**src/design/simple_risc_decode_execute_defines.svh**
```systemverilog
// Assertion helpers used by the top-level RTL file.
`ifndef SIMPLE_RISC_DECODE_EXECUTE_DEFINES_SVH
`define SIMPLE_RISC_DECODE_EXECUTE_DEFINES_SVH

// same-cycle implication, disabled while in reset
`define SRDE_ASSERT_SAME(lbl, ante, cons, msg) \
  lbl: assert property (@(posedge clk) disable iff (!rst_n) (ante) |-> (cons)) else $error(msg);

// next-cycle implication, disabled while in reset
`define SRDE_ASSERT_NEXT(lbl, ante, cons, msg) \
  lbl: assert property (@(posedge clk) disable iff (!rst_n) (ante) |=> (cons)) else $error(msg);

`endif

```
**src/design/srde_ram.sv**
```systemverilog
module srde_ram #(
  parameter int WIDTH = 32,
  parameter int DEPTH = 16,
  localparam int AW = $clog2(DEPTH)
) (
  input  logic             clk,
  input  logic             wr_en,
  input  logic [AW-1:0]    wr_addr,
  input  logic [WIDTH-1:0] wr_data,
  input  logic             rd_en,
  input  logic [AW-1:0]    rd_addr,
  output logic [WIDTH-1:0] rd_data
);

  logic [WIDTH-1:0] mem [DEPTH];
  logic [WIDTH-1:0] rd_data_r;

  always_ff @(posedge clk) begin
    if (wr_en) begin
      mem[wr_addr] <= wr_data;
    end
    if (rd_en) begin
      rd_data_r <= mem[rd_addr];
    end
  end

  assign rd_data = rd_data_r;

endmodule

```
**config.mk**
```make
export PLATFORM = sky130hd
export DESIGN_NAME = srde_ram
export DESIGN_NICKNAME = d
export VERILOG_FILES = /design/src/design/simple_risc_decode_execute_defines.svh /design/src/design/srde_ram.sv
export SDC_FILE = /design/constraint.sdc
export NUM_CORES = 1
export LEC_CHECK = 0
export BUFFER_PORTS_ARGS = -buffer_cell sky130_fd_sc_hd__buf_4
export CAP_MARGIN = 15
export CORE_MARGIN = 1
export CORE_UTILIZATION = 50
export DETAILED_ROUTE_END_ITERATION = 8
export PLACE_DENSITY = 0.69
export SLEW_MARGIN = 20
export SYNTH_ARGS = -nofsm -noshare
export SYNTH_HDL_FRONTEND = slang
export SYNTH_SLANG_ARGS = --single-unit
```
**constraint.sdc**
```tcl
create_clock -name clk -period 4.2 [get_ports clk]
set_input_delay 0.84 -clock clk [delete_from_list [all_inputs] [get_ports clk]]
set_output_delay 0.84 -clock clk [all_outputs]
set_load 0.01 [all_outputs]
```
==> metrics.md <==
| Metric | Value |
|---|---|
| Antenna viol nets, final | 0 |
| Final nets | 996 |
| Max Clock Freq | 437 MHz |
| Setup TNS | 0 ps |
| Post-Syn Nets | 881 |
| Core Rows | 73 |
| Register-to-register setup slack | 2710 ps |
| Worst hold path startpoint | wr_data[25] |
| Syn Inst Count | 838 |
| Crit path kind | in -> reg |
| Clk_lat worst skew | 580 ps |
| Drt drc | 0 |
| Status | finished, final reports clean |
| Die Y | 203 µm |
| Crit end category | flip-flop |
| Die W | 203 µm |
| Antenna violations before repair | 0 |
| Slew Limit Fails | 0 |
| IO buf count | 74 |
| Filler instances | 2,779 |
| CTS tree | built |
| Routed via count | 9,054 |
| Drt wl/cell | 27.1 µm |
| Top-area cell type share of the netlist area | 81.0% |
| Largest net degree at the start of global routing | 53 |
| Layout area overhead | 14.9% |
| Worst-path clk slew | 60 ps |
| Initial Util | 50.8% |
| Final worst path period share | 54.4% |
| Crit path required time | 4510 ps |
| Worst Setup Start Kind | input port |
| Clock net sink count | 544 |
| Static leakage | 0.00738 µW |
| DR pass1 iterations | 5 |
| Setup-failing EPs final | 0 |
| DP Wirelength | 21,100 µm |
| Layout cell share with drive strength beyond 1 | 32.0% |
| Die area | 0.0412 mm² |
| Yosys cell types | 17 |
| Max transition margin | 30.6% |
| Register bit total from synthesis | 544 |
| Avg Cell Area, Syn | 24.1 µm² |
| Detailed Route Iter0 Violations | 808 |
| Post-CTS Setup Repair Bufs | 0 |
| VDD IR max | 0.000352 V |
| Worst Tran Pin Value | 1040 ps |
| Crit path time final | 2290 ps |
| Clk buf depth | 3 |
| Pwr dens | 479 mW/mm² |
| Vias per cell | 5.97 |
| Worst hold path cell count | 1 |
| Reg-to-Reg End | rd_data[26] |
| Seq/Total Area, Yosys | 81.0% |
| Warnings, synthesis | 0 |
| Core Box Area | 0.0397 mm² |
| R2R depth | 3 |
| CP Data Arrival Time | 2600 ps |
| Clock skew | 10.8 ps |
| Global-route wire length before repair | 60,700 µm |
| RD Place Congestion | 0.699 |
| Num ports | 75 |
| GRT Total Usage | 20.6% |
| Wirelength, routed | 41,100 µm |
| Post-CTS Resized | 0 |
| RSZ-0062 raised after global routing | no |
| Vias in the first global route | 9,332 |
| Worst Path Max Fanout | 40 |
| Endpoint, Worst Hold | mem[12][25] |
| Crit Reg-Reg Startpoint | mem[2][26] |
| Root Driver | clkbuf_16 |
| Num CTS Buffers | 51 |
| Post-CTS Hold Fix Bufs | 0 |
| Synthesized cell area | 0.0202 mm² |
| Area leader, netlist | edfxtp_1 |
| Cell Area, Placed | 0.0216 mm² |
| H-tree depth reported by CTS | 2 |
| Design Area, Final | 0.0232 mm² |
| Total grt overflow | 0 |
| Final Hold Viols | 0 |
| Ant diodes | 0 |
| MaxCap Viol Count | 0 |
| Hold_ws | 557 ps |
| Top post-synthesis cells by area | edfxtp_1 (81%), mux4_2 (14%), a22oi_1 (2.4%), nand2_1 (0.61%), buf_4 (0.41%) |
| Hold crit path type | in -> reg |
-- metal layers --
layer	vias up	GRT usage, %	routed length, µm
li1	3829	-	-
met1	4843	28.8	17000
met2	329	34.0	20900
met3	53	3.63	2560
met4	0	5.16	698
met5	-	0	0
-- sequential cells by signal (all words and copies together), names as in the netlist --
signal   cells
mem        512
rd_data     32
-- how the worst max path moves through the flow --
stage                             end  cells after the start        from
after floorplan             mem[0][0]                      2  wr_addr[2]
after global placement    rd_data[12]                      5  rd_addr[0]
after detailed placement   rd_data[0]                      5  rd_addr[0]
after CTS                  rd_data[0]                      5  rd_addr[0]
after global routing       rd_data[1]                      5  rd_addr[0]
final                     rd_data[15]                      5  rd_addr[0]
-- worst max-delay path, stage by stage --
cell and delay [ps]:
clkbuf_8 420, buf_12 380, mux4_2 560, a22oi_1 240, nand2_1 100
-- cell usage in the layout, fill, tap and decap left out, types with 4 or more instances in the layout --
master	n
a22oi_1	64
buf_12	4
buf_4	100
bufinv_16	4
clkbuf_1	16
clkbuf_16	53
clkinv_1	12
clkinv_2	5
edfxtp_1	544
mux4_2	128
nand2_1	33
nor2_4	13
nor3_2	4
-- metrics by stage --
step | util, % | worst slack, ps | instances | power, µW
final | 58.3 | 1910 | 1516 | 11100
after global routing | 58.3 | 1760 | 1516 | 11400
after CTS | 58.3 | 1860 | 1516 | 11200
after detailed placement | 54.3 | 1230 | 1425 | 6830
after global placement | 54.3 | 1250 | 1425 | 6810
after floorplan | - | 180 | 838 | 6560
-- cells in the mapped netlist --
library cell,count
nand2_1,33
a22oi_1,64
nor2b_1,2
buf_1,9
buf_6,2
edfxtp_1,544
nand3b_1,2
nor2_1,13
buf_4,11
or3b_2,1
mux4_2,128
buf_2,4
nor3_1,4
and2_1,1
nand2b_1,2
clkbuf_1,17
nand3_1,1
-- power by group --
part	leakage, µW	switching [µW]	internal (µW)
Combinational	0.00167	312	237
Sequential	0.00494	36.5	6120
Clock	0.000767	1860	2540
-- cells by family after synthesis --
kind of cell	share of synthesized area, %
DFF	81.0
and+or+nand+nor	1.25
buffers and inverters	1.10
AOI/OAI and AO/OA	2.38
muxes	14.3
-- layout make-up --
| cell class | count | area (µm²) | share of cell area, % |
|---|---|---|---|
| Clock buffer | 69 | 1390 | 5.98 |
| Timing Repair Buffer | 105 | 845 | 3.64 |
| Sequential cell | 544 | 16300 | 70.5 |
| Tap cell | 525 | 657 | 2.83 |
| Multi-Input combinational cell | 251 | 3750 | 16.2 |
| Clock inverter | 22 | 198 | 0.853 |
Power figures use the tool's default switching activity.
