[config.mk]
export PLATFORM = sky130hd
export DESIGN_NAME = srde_regfile
export DESIGN_NICKNAME = d
export VERILOG_FILES = /design/src/design/simple_risc_decode_execute_defines.svh /design/src/design/srde_pkg.sv /design/src/design/srde_ram.sv /design/src/design/srde_regfile.sv
export SDC_FILE = /design/constraint.sdc
export NUM_CORES = 1
export LEC_CHECK = 0
export BUFFER_PORTS_ARGS = -buffer_cell sky130_fd_sc_hd__buf_2
export CAP_MARGIN = 20
export CORE_UTILIZATION = 50
export CTS_CLUSTER_DIAMETER = 80
export DETAILED_ROUTE_END_ITERATION = 7
export GPL_ROUTABILITY_DRIVEN = 0
export HOLD_SLACK_MARGIN = 0.08
export PLACE_DENSITY = 0.74
export SLEW_MARGIN = 10
export SYNTH_ARGS = -nofsm -noshare
export SYNTH_HDL_FRONTEND = slang
export SYNTH_SLANG_ARGS = --single-unit
export TNS_END_PERCENT = 5
[constraint.sdc]
create_clock -name clk -period 5.1 [get_ports clk]
set_input_delay 0.51 -clock clk [delete_from_list [all_inputs] [get_ports clk]]
set_output_delay 0.51 -clock clk [all_outputs]
set_load 0.01 [all_outputs]
[src/design/simple_risc_decode_execute_defines.svh]
// Assertion helpers used by the top-level RTL file.
`ifndef SIMPLE_RISC_DECODE_EXECUTE_DEFINES_SVH
`define SIMPLE_RISC_DECODE_EXECUTE_DEFINES_SVH

// same-cycle implication, disabled while in reset
`define SRDE_ASSERT_SAME(lbl, ante, cons, msg) \
  lbl: assert property (@(posedge clk) disable iff (!rst_n) (ante) |-> (cons)) else $error(msg);

// next-cycle implication, disabled while in reset
`define SRDE_ASSERT_NEXT(lbl, ante, cons, msg) \
  lbl: assert property (@(posedge clk) disable iff (!rst_n) (ante) |=> (cons)) else $error(msg);

`endif

[src/design/srde_pkg.sv]
package srde_pkg;

  localparam int DATA_MEM_DEPTH_DEF = 4096;
  localparam int PC_WIDTH_DEF       = 12;

  localparam int XLEN        = 32;
  localparam int REG_IDX_W   = 4;
  localparam int NEXT_PC_W   = 12;
  localparam int MEM_ADDR_W  = 12;
  localparam int IN_TDATA_W  = 80;
  localparam int OUT_TDATA_W = 88;

  localparam logic [1:0] REQ_EXEC   = 2'd0;
  localparam logic [1:0] REQ_MEM_WR = 2'd1;
  localparam logic [1:0] REQ_MEM_RD = 2'd2;

  localparam logic [7:0] OP_ADD  = 8'd0;
  localparam logic [7:0] OP_SUB  = 8'd1;
  localparam logic [7:0] OP_AND  = 8'd2;
  localparam logic [7:0] OP_OR   = 8'd3;
  localparam logic [7:0] OP_XOR  = 8'd4;
  localparam logic [7:0] OP_MUL  = 8'd5;
  localparam logic [7:0] OP_SLL  = 8'd6;
  localparam logic [7:0] OP_SRA  = 8'd7;
  localparam logic [7:0] OP_SRL  = 8'd8;
  localparam logic [7:0] OP_BEQ  = 8'd9;
  localparam logic [7:0] OP_BNE  = 8'd10;
  localparam logic [7:0] OP_BLT  = 8'd11;
  localparam logic [7:0] OP_BGT  = 8'd12;
  localparam logic [7:0] OP_BLE  = 8'd13;
  localparam logic [7:0] OP_BGE  = 8'd14;
  localparam logic [7:0] OP_JAL  = 8'd15;
  localparam logic [7:0] OP_LW   = 8'd16;
  localparam logic [7:0] OP_SW   = 8'd17;
  localparam logic [7:0] OP_LL   = 8'd18;
  localparam logic [7:0] OP_SC   = 8'd19;
  localparam logic [7:0] OP_HALT = 8'd20;

  localparam logic [REG_IDX_W-1:0] REG_ZERO    = 4'd0;
  localparam logic [REG_IDX_W-1:0] REG_IMM     = 4'd1;
  localparam logic [REG_IDX_W-1:0] REG_FIRST_GP = 4'd2;
  localparam logic [REG_IDX_W-1:0] REG_LINK    = 4'd15;

  typedef struct packed {
    logic [1:0]            req_type;
    logic [XLEN-1:0]       instruction;
    logic [MEM_ADDR_W-1:0] mem_addr;
    logic [XLEN-1:0]       mem_data;
  } in_item_t;

  typedef struct packed {
    logic                 valid;
    logic [REG_IDX_W-1:0] idx;
    logic [XLEN-1:0]      data;
  } reg_wr_t;

  typedef struct packed {
    logic                 halted;
    logic                 nop;
    logic                 rw;
    logic [REG_IDX_W-1:0] ridx;
    logic [XLEN-1:0]      rval;
    logic                 is_load;
    logic                 dm_we;
    logic                 dm_re;
    logic                 rdback;
    logic [XLEN-1:0]      dm_addr;
    logic [XLEN-1:0]      dm_wdata;
  } ex_ctl_t;

  typedef struct packed {
    logic                 nop;
    logic                 rw;
    logic [REG_IDX_W-1:0] ridx;
    logic [XLEN-1:0]      rval;
    logic                 is_load;
    logic                 mw;
    logic                 rdback;
  } wb_t;

endpackage

[src/design/srde_ram.sv]
module srde_ram #(
  parameter int WIDTH = 32,
  parameter int DEPTH = 16,
  localparam int AW = $clog2(DEPTH)
) (
  input  logic             clk,
  input  logic             wr_en,
  input  logic [AW-1:0]    wr_addr,
  input  logic [WIDTH-1:0] wr_data,
  input  logic             rd_en,
  input  logic [AW-1:0]    rd_addr,
  output logic [WIDTH-1:0] rd_data
);

  logic [WIDTH-1:0] mem [DEPTH];
  logic [WIDTH-1:0] rd_data_r;

  always_ff @(posedge clk) begin
    if (wr_en) begin
      mem[wr_addr] <= wr_data;
    end
    if (rd_en) begin
      rd_data_r <= mem[rd_addr];
    end
  end

  assign rd_data = rd_data_r;

endmodule

[src/design/srde_regfile.sv]
module srde_regfile (
  input  logic                                 clk,
  input  logic                                 rst_n,
  input  logic                                 rd_en,
  input  logic [srde_pkg::REG_IDX_W-1:0]       rs_addr,
  input  logic [srde_pkg::REG_IDX_W-1:0]       rt_addr,
  input  logic [srde_pkg::REG_IDX_W-1:0]       rd_addr,
  input  srde_pkg::reg_wr_t                    wr,
  output logic [srde_pkg::XLEN-1:0]            rs_val,
  output logic [srde_pkg::XLEN-1:0]            rt_val,
  output logic [srde_pkg::XLEN-1:0]            rd_val
);

  localparam int NREGS = 2 ** srde_pkg::REG_IDX_W;

  logic [srde_pkg::XLEN-1:0]      rs_q, rt_q, rd_q;
  logic [srde_pkg::REG_IDX_W-1:0] rs_idx_r, rt_idx_r, rd_idx_r;
  logic [NREGS-1:0]               vld_r;
  srde_pkg::reg_wr_t              wb3_r;
  logic                           we;

  assign we = rd_en && wr.valid;

  srde_ram #(.WIDTH(srde_pkg::XLEN), .DEPTH(NREGS)) u_rs_ram (
    .clk(clk), .wr_en(we), .wr_addr(wr.idx), .wr_data(wr.data),
    .rd_en(rd_en), .rd_addr(rs_addr), .rd_data(rs_q)
  );

  srde_ram #(.WIDTH(srde_pkg::XLEN), .DEPTH(NREGS)) u_rt_ram (
    .clk(clk), .wr_en(we), .wr_addr(wr.idx), .wr_data(wr.data),
    .rd_en(rd_en), .rd_addr(rt_addr), .rd_data(rt_q)
  );

  srde_ram #(.WIDTH(srde_pkg::XLEN), .DEPTH(NREGS)) u_rd_ram (
    .clk(clk), .wr_en(we), .wr_addr(wr.idx), .wr_data(wr.data),
    .rd_en(rd_en), .rd_addr(rd_addr), .rd_data(rd_q)
  );

  // wb3_r: the write that landed on the same edge as the read
  always_ff @(posedge clk) begin
    if (!rst_n) begin
      vld_r       <= '0;
      wb3_r.valid <= 1'b0;
    end else if (rd_en) begin
      wb3_r.valid <= wr.valid;
      wb3_r.idx   <= wr.idx;
      wb3_r.data  <= wr.data;
      if (wr.valid) begin
        vld_r[wr.idx] <= 1'b1;
      end
    end
  end

  always_ff @(posedge clk) begin
    if (rd_en) begin
      rs_idx_r   <= rs_addr;
      rt_idx_r   <= rt_addr;
      rd_idx_r   <= rd_addr;
    end
  end

  function automatic logic [srde_pkg::XLEN-1:0] bypass(
    input logic [srde_pkg::REG_IDX_W-1:0] idx,
    input logic [srde_pkg::XLEN-1:0]      q,
    input srde_pkg::reg_wr_t              pend,
    input srde_pkg::reg_wr_t              last,
    input logic [NREGS-1:0]               vld
  );
    logic [srde_pkg::XLEN-1:0] v;
    if (pend.valid && pend.idx == idx) begin
      v = pend.data;
    end else if (last.valid && last.idx == idx) begin
      v = last.data;
    end else if (vld[idx]) begin
      v = q;
    end else begin
      v = '0;
    end
    return v;
  endfunction

  assign rs_val = bypass(rs_idx_r, rs_q, wr, wb3_r, vld_r);
  assign rt_val = bypass(rt_idx_r, rt_q, wr, wb3_r, vld_r);
  assign rd_val = bypass(rd_idx_r, rd_q, wr, wb3_r, vld_r);

endmodule

==> reports/results.ini <==
[synthesis]
yosys_warnings = 0
yosysSeqAreaShare_pct = 58.38
syn_inst = 1686
synth_top_family_by_area = multiplexers
synth_simple_gate_area_share_pct = 2.424
synthMuxAreaShare_pct = 32.41
synth-compound-area-share_pct = 3.988
synthesis.nets = 1738
avgSynthCellArea_um2 = 20.36
synth_fa_ha_area_share_pct = 0
synth-seq-cells = 673
synth_xor_area_share_pct = 0.6124
syn_area_um2 = 34320
synth_cell_types = 43

[pwr]
power-per-cell-area_nw_per_um2 = 330.9
power_w = 0.01269
leakage_nw = 12.50
ir_drop_uv = 210.4

[hold_path]
min-delay-start = wr[32]
min_delay_path_depth = 1
hold_end = wb3_r[32]$_DFFE_PP_
min_path_type = input port to flip-flop

[grt]
overflow = 0
first_global_vias = 20940
grt_pass1_wl_um = 144800
grt_max_degree = 83
grt_use_total_pct = 29.18
antenna_found_initial = 5

[timing]
finalSetupTns_ps = 0
clock-skew-final_ps = 18.80
worst_pin_slew_ps = 1129
period_needed_ps = 4148
hold_viol = 0
setup_viol = 0
rsz0062_at_grt = no
slew_viol_final = 0
slew_headroom_pct = 24.73
max_freq_mhz = 241.1
setup_slack_ps = 951.6
period_share_pct = 81.34

[die]
io_pins = 148
coreArea_um2 = 67510
fp.dieW_um = 264.0
die_y_um = 264.0
placementRows = 95
dieArea_um2 = 69700
start_util_pct = 50.84

[setup_path]
startpoint_type = flip-flop
arrival_ps = 3640
crit_required_ps = 4590
timing.rr.start = u_rs_ram.mem[3][0]$_DFFE_PP_
rrSetupSlack_ps = 3330
cp_num_buf_inv = 2
worstPathCellList = xor2_1 -> nor3_1 -> nand3_2 -> buf_4 -> o21ai_0 -> o22ai_1 -> buf_2
slowest_delay_ps = 710
r2r_end = u_rd_ram.rd_data[0]$_DFFE_PP_
crit_family = simple AND/OR/NAND/NOR gates
worstSetupEndpointType = output pin
cp_max_fo = 34
crit_slowest_cell = nand3_2
r2r_cells = 2
crit_type = flip-flop to output pin

[finish]
final-seq-area_um2 = 20040
fill_cells = 4910
drive_above_1_share_pct = 46.23
fin_util_pct = 56.82
multi_input_area_um2 = 13670
synthToLayoutAreaGrowth_pct = 11.77
fin_cells = 2730
layout.nets = 1857

[drt]
drt_iter0_drc = 3074
ant_nets = 0
viasPerCell = 7.472
routed_wirelength_um = 100000
wire_per_inst_um = 36.64
drcViolationCount = 0
vias = 20400
drtPass1Iterations = 5

[clock_tree]
cts.sinks = 673
cts_tree = built
cts_resized = 0
cts-root-buf = clkbuf_16
clk_latency_ps = 600
htreeDepth = 3
cts_hold_buf = 0
cts_buffer_depth = 3
cts_setup_buffers = 0
clk_pin_slew_ps = 60
cts_buffers = 72

[placement]
dp_hpwl_um = 54850
place_ws_ps = 1572
dp_cells = 2604
port_buffers = 147

[job]
drv_cap = 0

[status]
outcome = finished, final reports clean

## cells in the mapped netlist, drive strengths merged
cell type	count	share of area [%]
a211oi	2	0.095
a21boi	1	0.022
a21o	1	0.022
a21oi	32	0.47
a221o	64	1.9
a31oi	1	0.018
and2	3	0.069
and3	67	1.3
buf	63	1.0
clkbuf	95	1.1
clkdlybuf4s25	1	0.029
dfxtp	17	0.99
dlymetal6s2s	2	0.073
edfxtp	656	57
mux2	1	0.033
mux2i	10	0.29
mux4	489	32
nand2	7	0.077
nand2b	3	0.055
nand3	3	0.044
nand3b	1	0.022
nand4	1	0.018
nand4b	1	0.026
nor2	45	0.49
nor2b	2	0.058
nor3	7	0.10
nor4	5	0.18
o211ai	1	0.022
o21a	16	0.35
o21ai	32	0.47
o22ai	32	0.58
or3	1	0.018
xnor2	6	0.15
xor2	18	0.46
## power by group
part / internal [W] / switching [W]
combinational: 0.000608 / 0.000724
sequential: 0.00625 / 0.0000986
clock: 0.00290 / 0.00212
## metal layers
metal	routed length (um)	GRT usage, %
met5	47	0
met4	3585	11.06
met3	12180	7.774
met2	48980	46.52
met1	35240	38.73
## cell type report
type / instances / area share (%)
Sequential cell: 673 / 52.24
Antenna cell: 1 / 0.006523
Tap cell: 873 / 2.847
Multi-Input combinational cell: 852 / 35.64
Clock inverter: 36 / 0.7664
Clock buffer: 89 / 5.055
Timing Repair Buffer: 206 / 3.444
## sequential cells by signal, indices dropped and copies added (netlist names)
name and cells:
u_rs_ram.mem 288, rt_idx_r 4, vld_r 16, u_rs_ram.rd_data 32, u_rt_ram.mem 224, wb3_r 37
u_rd_ram.rd_data 32, u_rt_ram.rd_data 32, rd_idx_r 4, rs_idx_r 4
## per-stage QoR
| stage | instance area, um^2 | hold WS, ps |
|---|---|---|
| CTS | 38360 | 191.1 |
| detailed placement | 36130 | 523.4 |
| global route | 38360 | 221.2 |
| floorplan | 34320 | 468.4 |
| finish | 38360 | 231.8 |
| global placement | 36130 | 500.2 |
## how the worst max path moves through the flow
stage / endpoint / cells after the start / slack (ps) / from
2_1_floorplan: u_rs_ram.mem[0][0]$_DFFE_PP_ / 4 / 1190 / wr[36]
3_3_place_gp: rt_val[7] / 8 / 1630 / wr[34]
3_5_place_dp: rt_val[7] / 8 / 1570 / wr[34]
4_1_cts: rt_val[16] / 7 / 1020 / rt_idx_r[2]$_DFFE_PP_
5_1_grt: rt_val[16] / 7 / 810 / rt_idx_r[2]$_DFFE_PP_
6_report: rt_val[16] / 7 / 950 / rt_idx_r[2]$_DFFE_PP_
## kinds of logic (layout without fill, tap and decap cells)
logic type	after synthesis	after routing
AND/OR/NAND/NOR	146	146
buffers and inverters	161	331
other	0	1
XOR/XNOR	24	24
flip-flops	673	673
multiplexers	500	500
AO/OA/AOI/OAI	182	182
## cell usage in the layout (no fill, tap or decap), drive strengths merged, types with 2 or more instances in the layout
cell type / count
dfxtp: 17
a211oi: 2
nor4: 5
xor2: 18
o22ai: 32
o21ai: 32
mux2i: 10
nor3: 7
nor2: 45
and2: 3
bufinv: 4
nor2b: 2
a221o: 64
a21oi: 32
mux4: 489
edfxtp: 656
clkbuf: 92
nand2b: 3
xnor2: 6
clkinvlp: 2
nand3: 3
nand2: 7
clkinv: 30
buf: 203
o21a: 16
and3: 67
(Power assumes the default switching activity.)
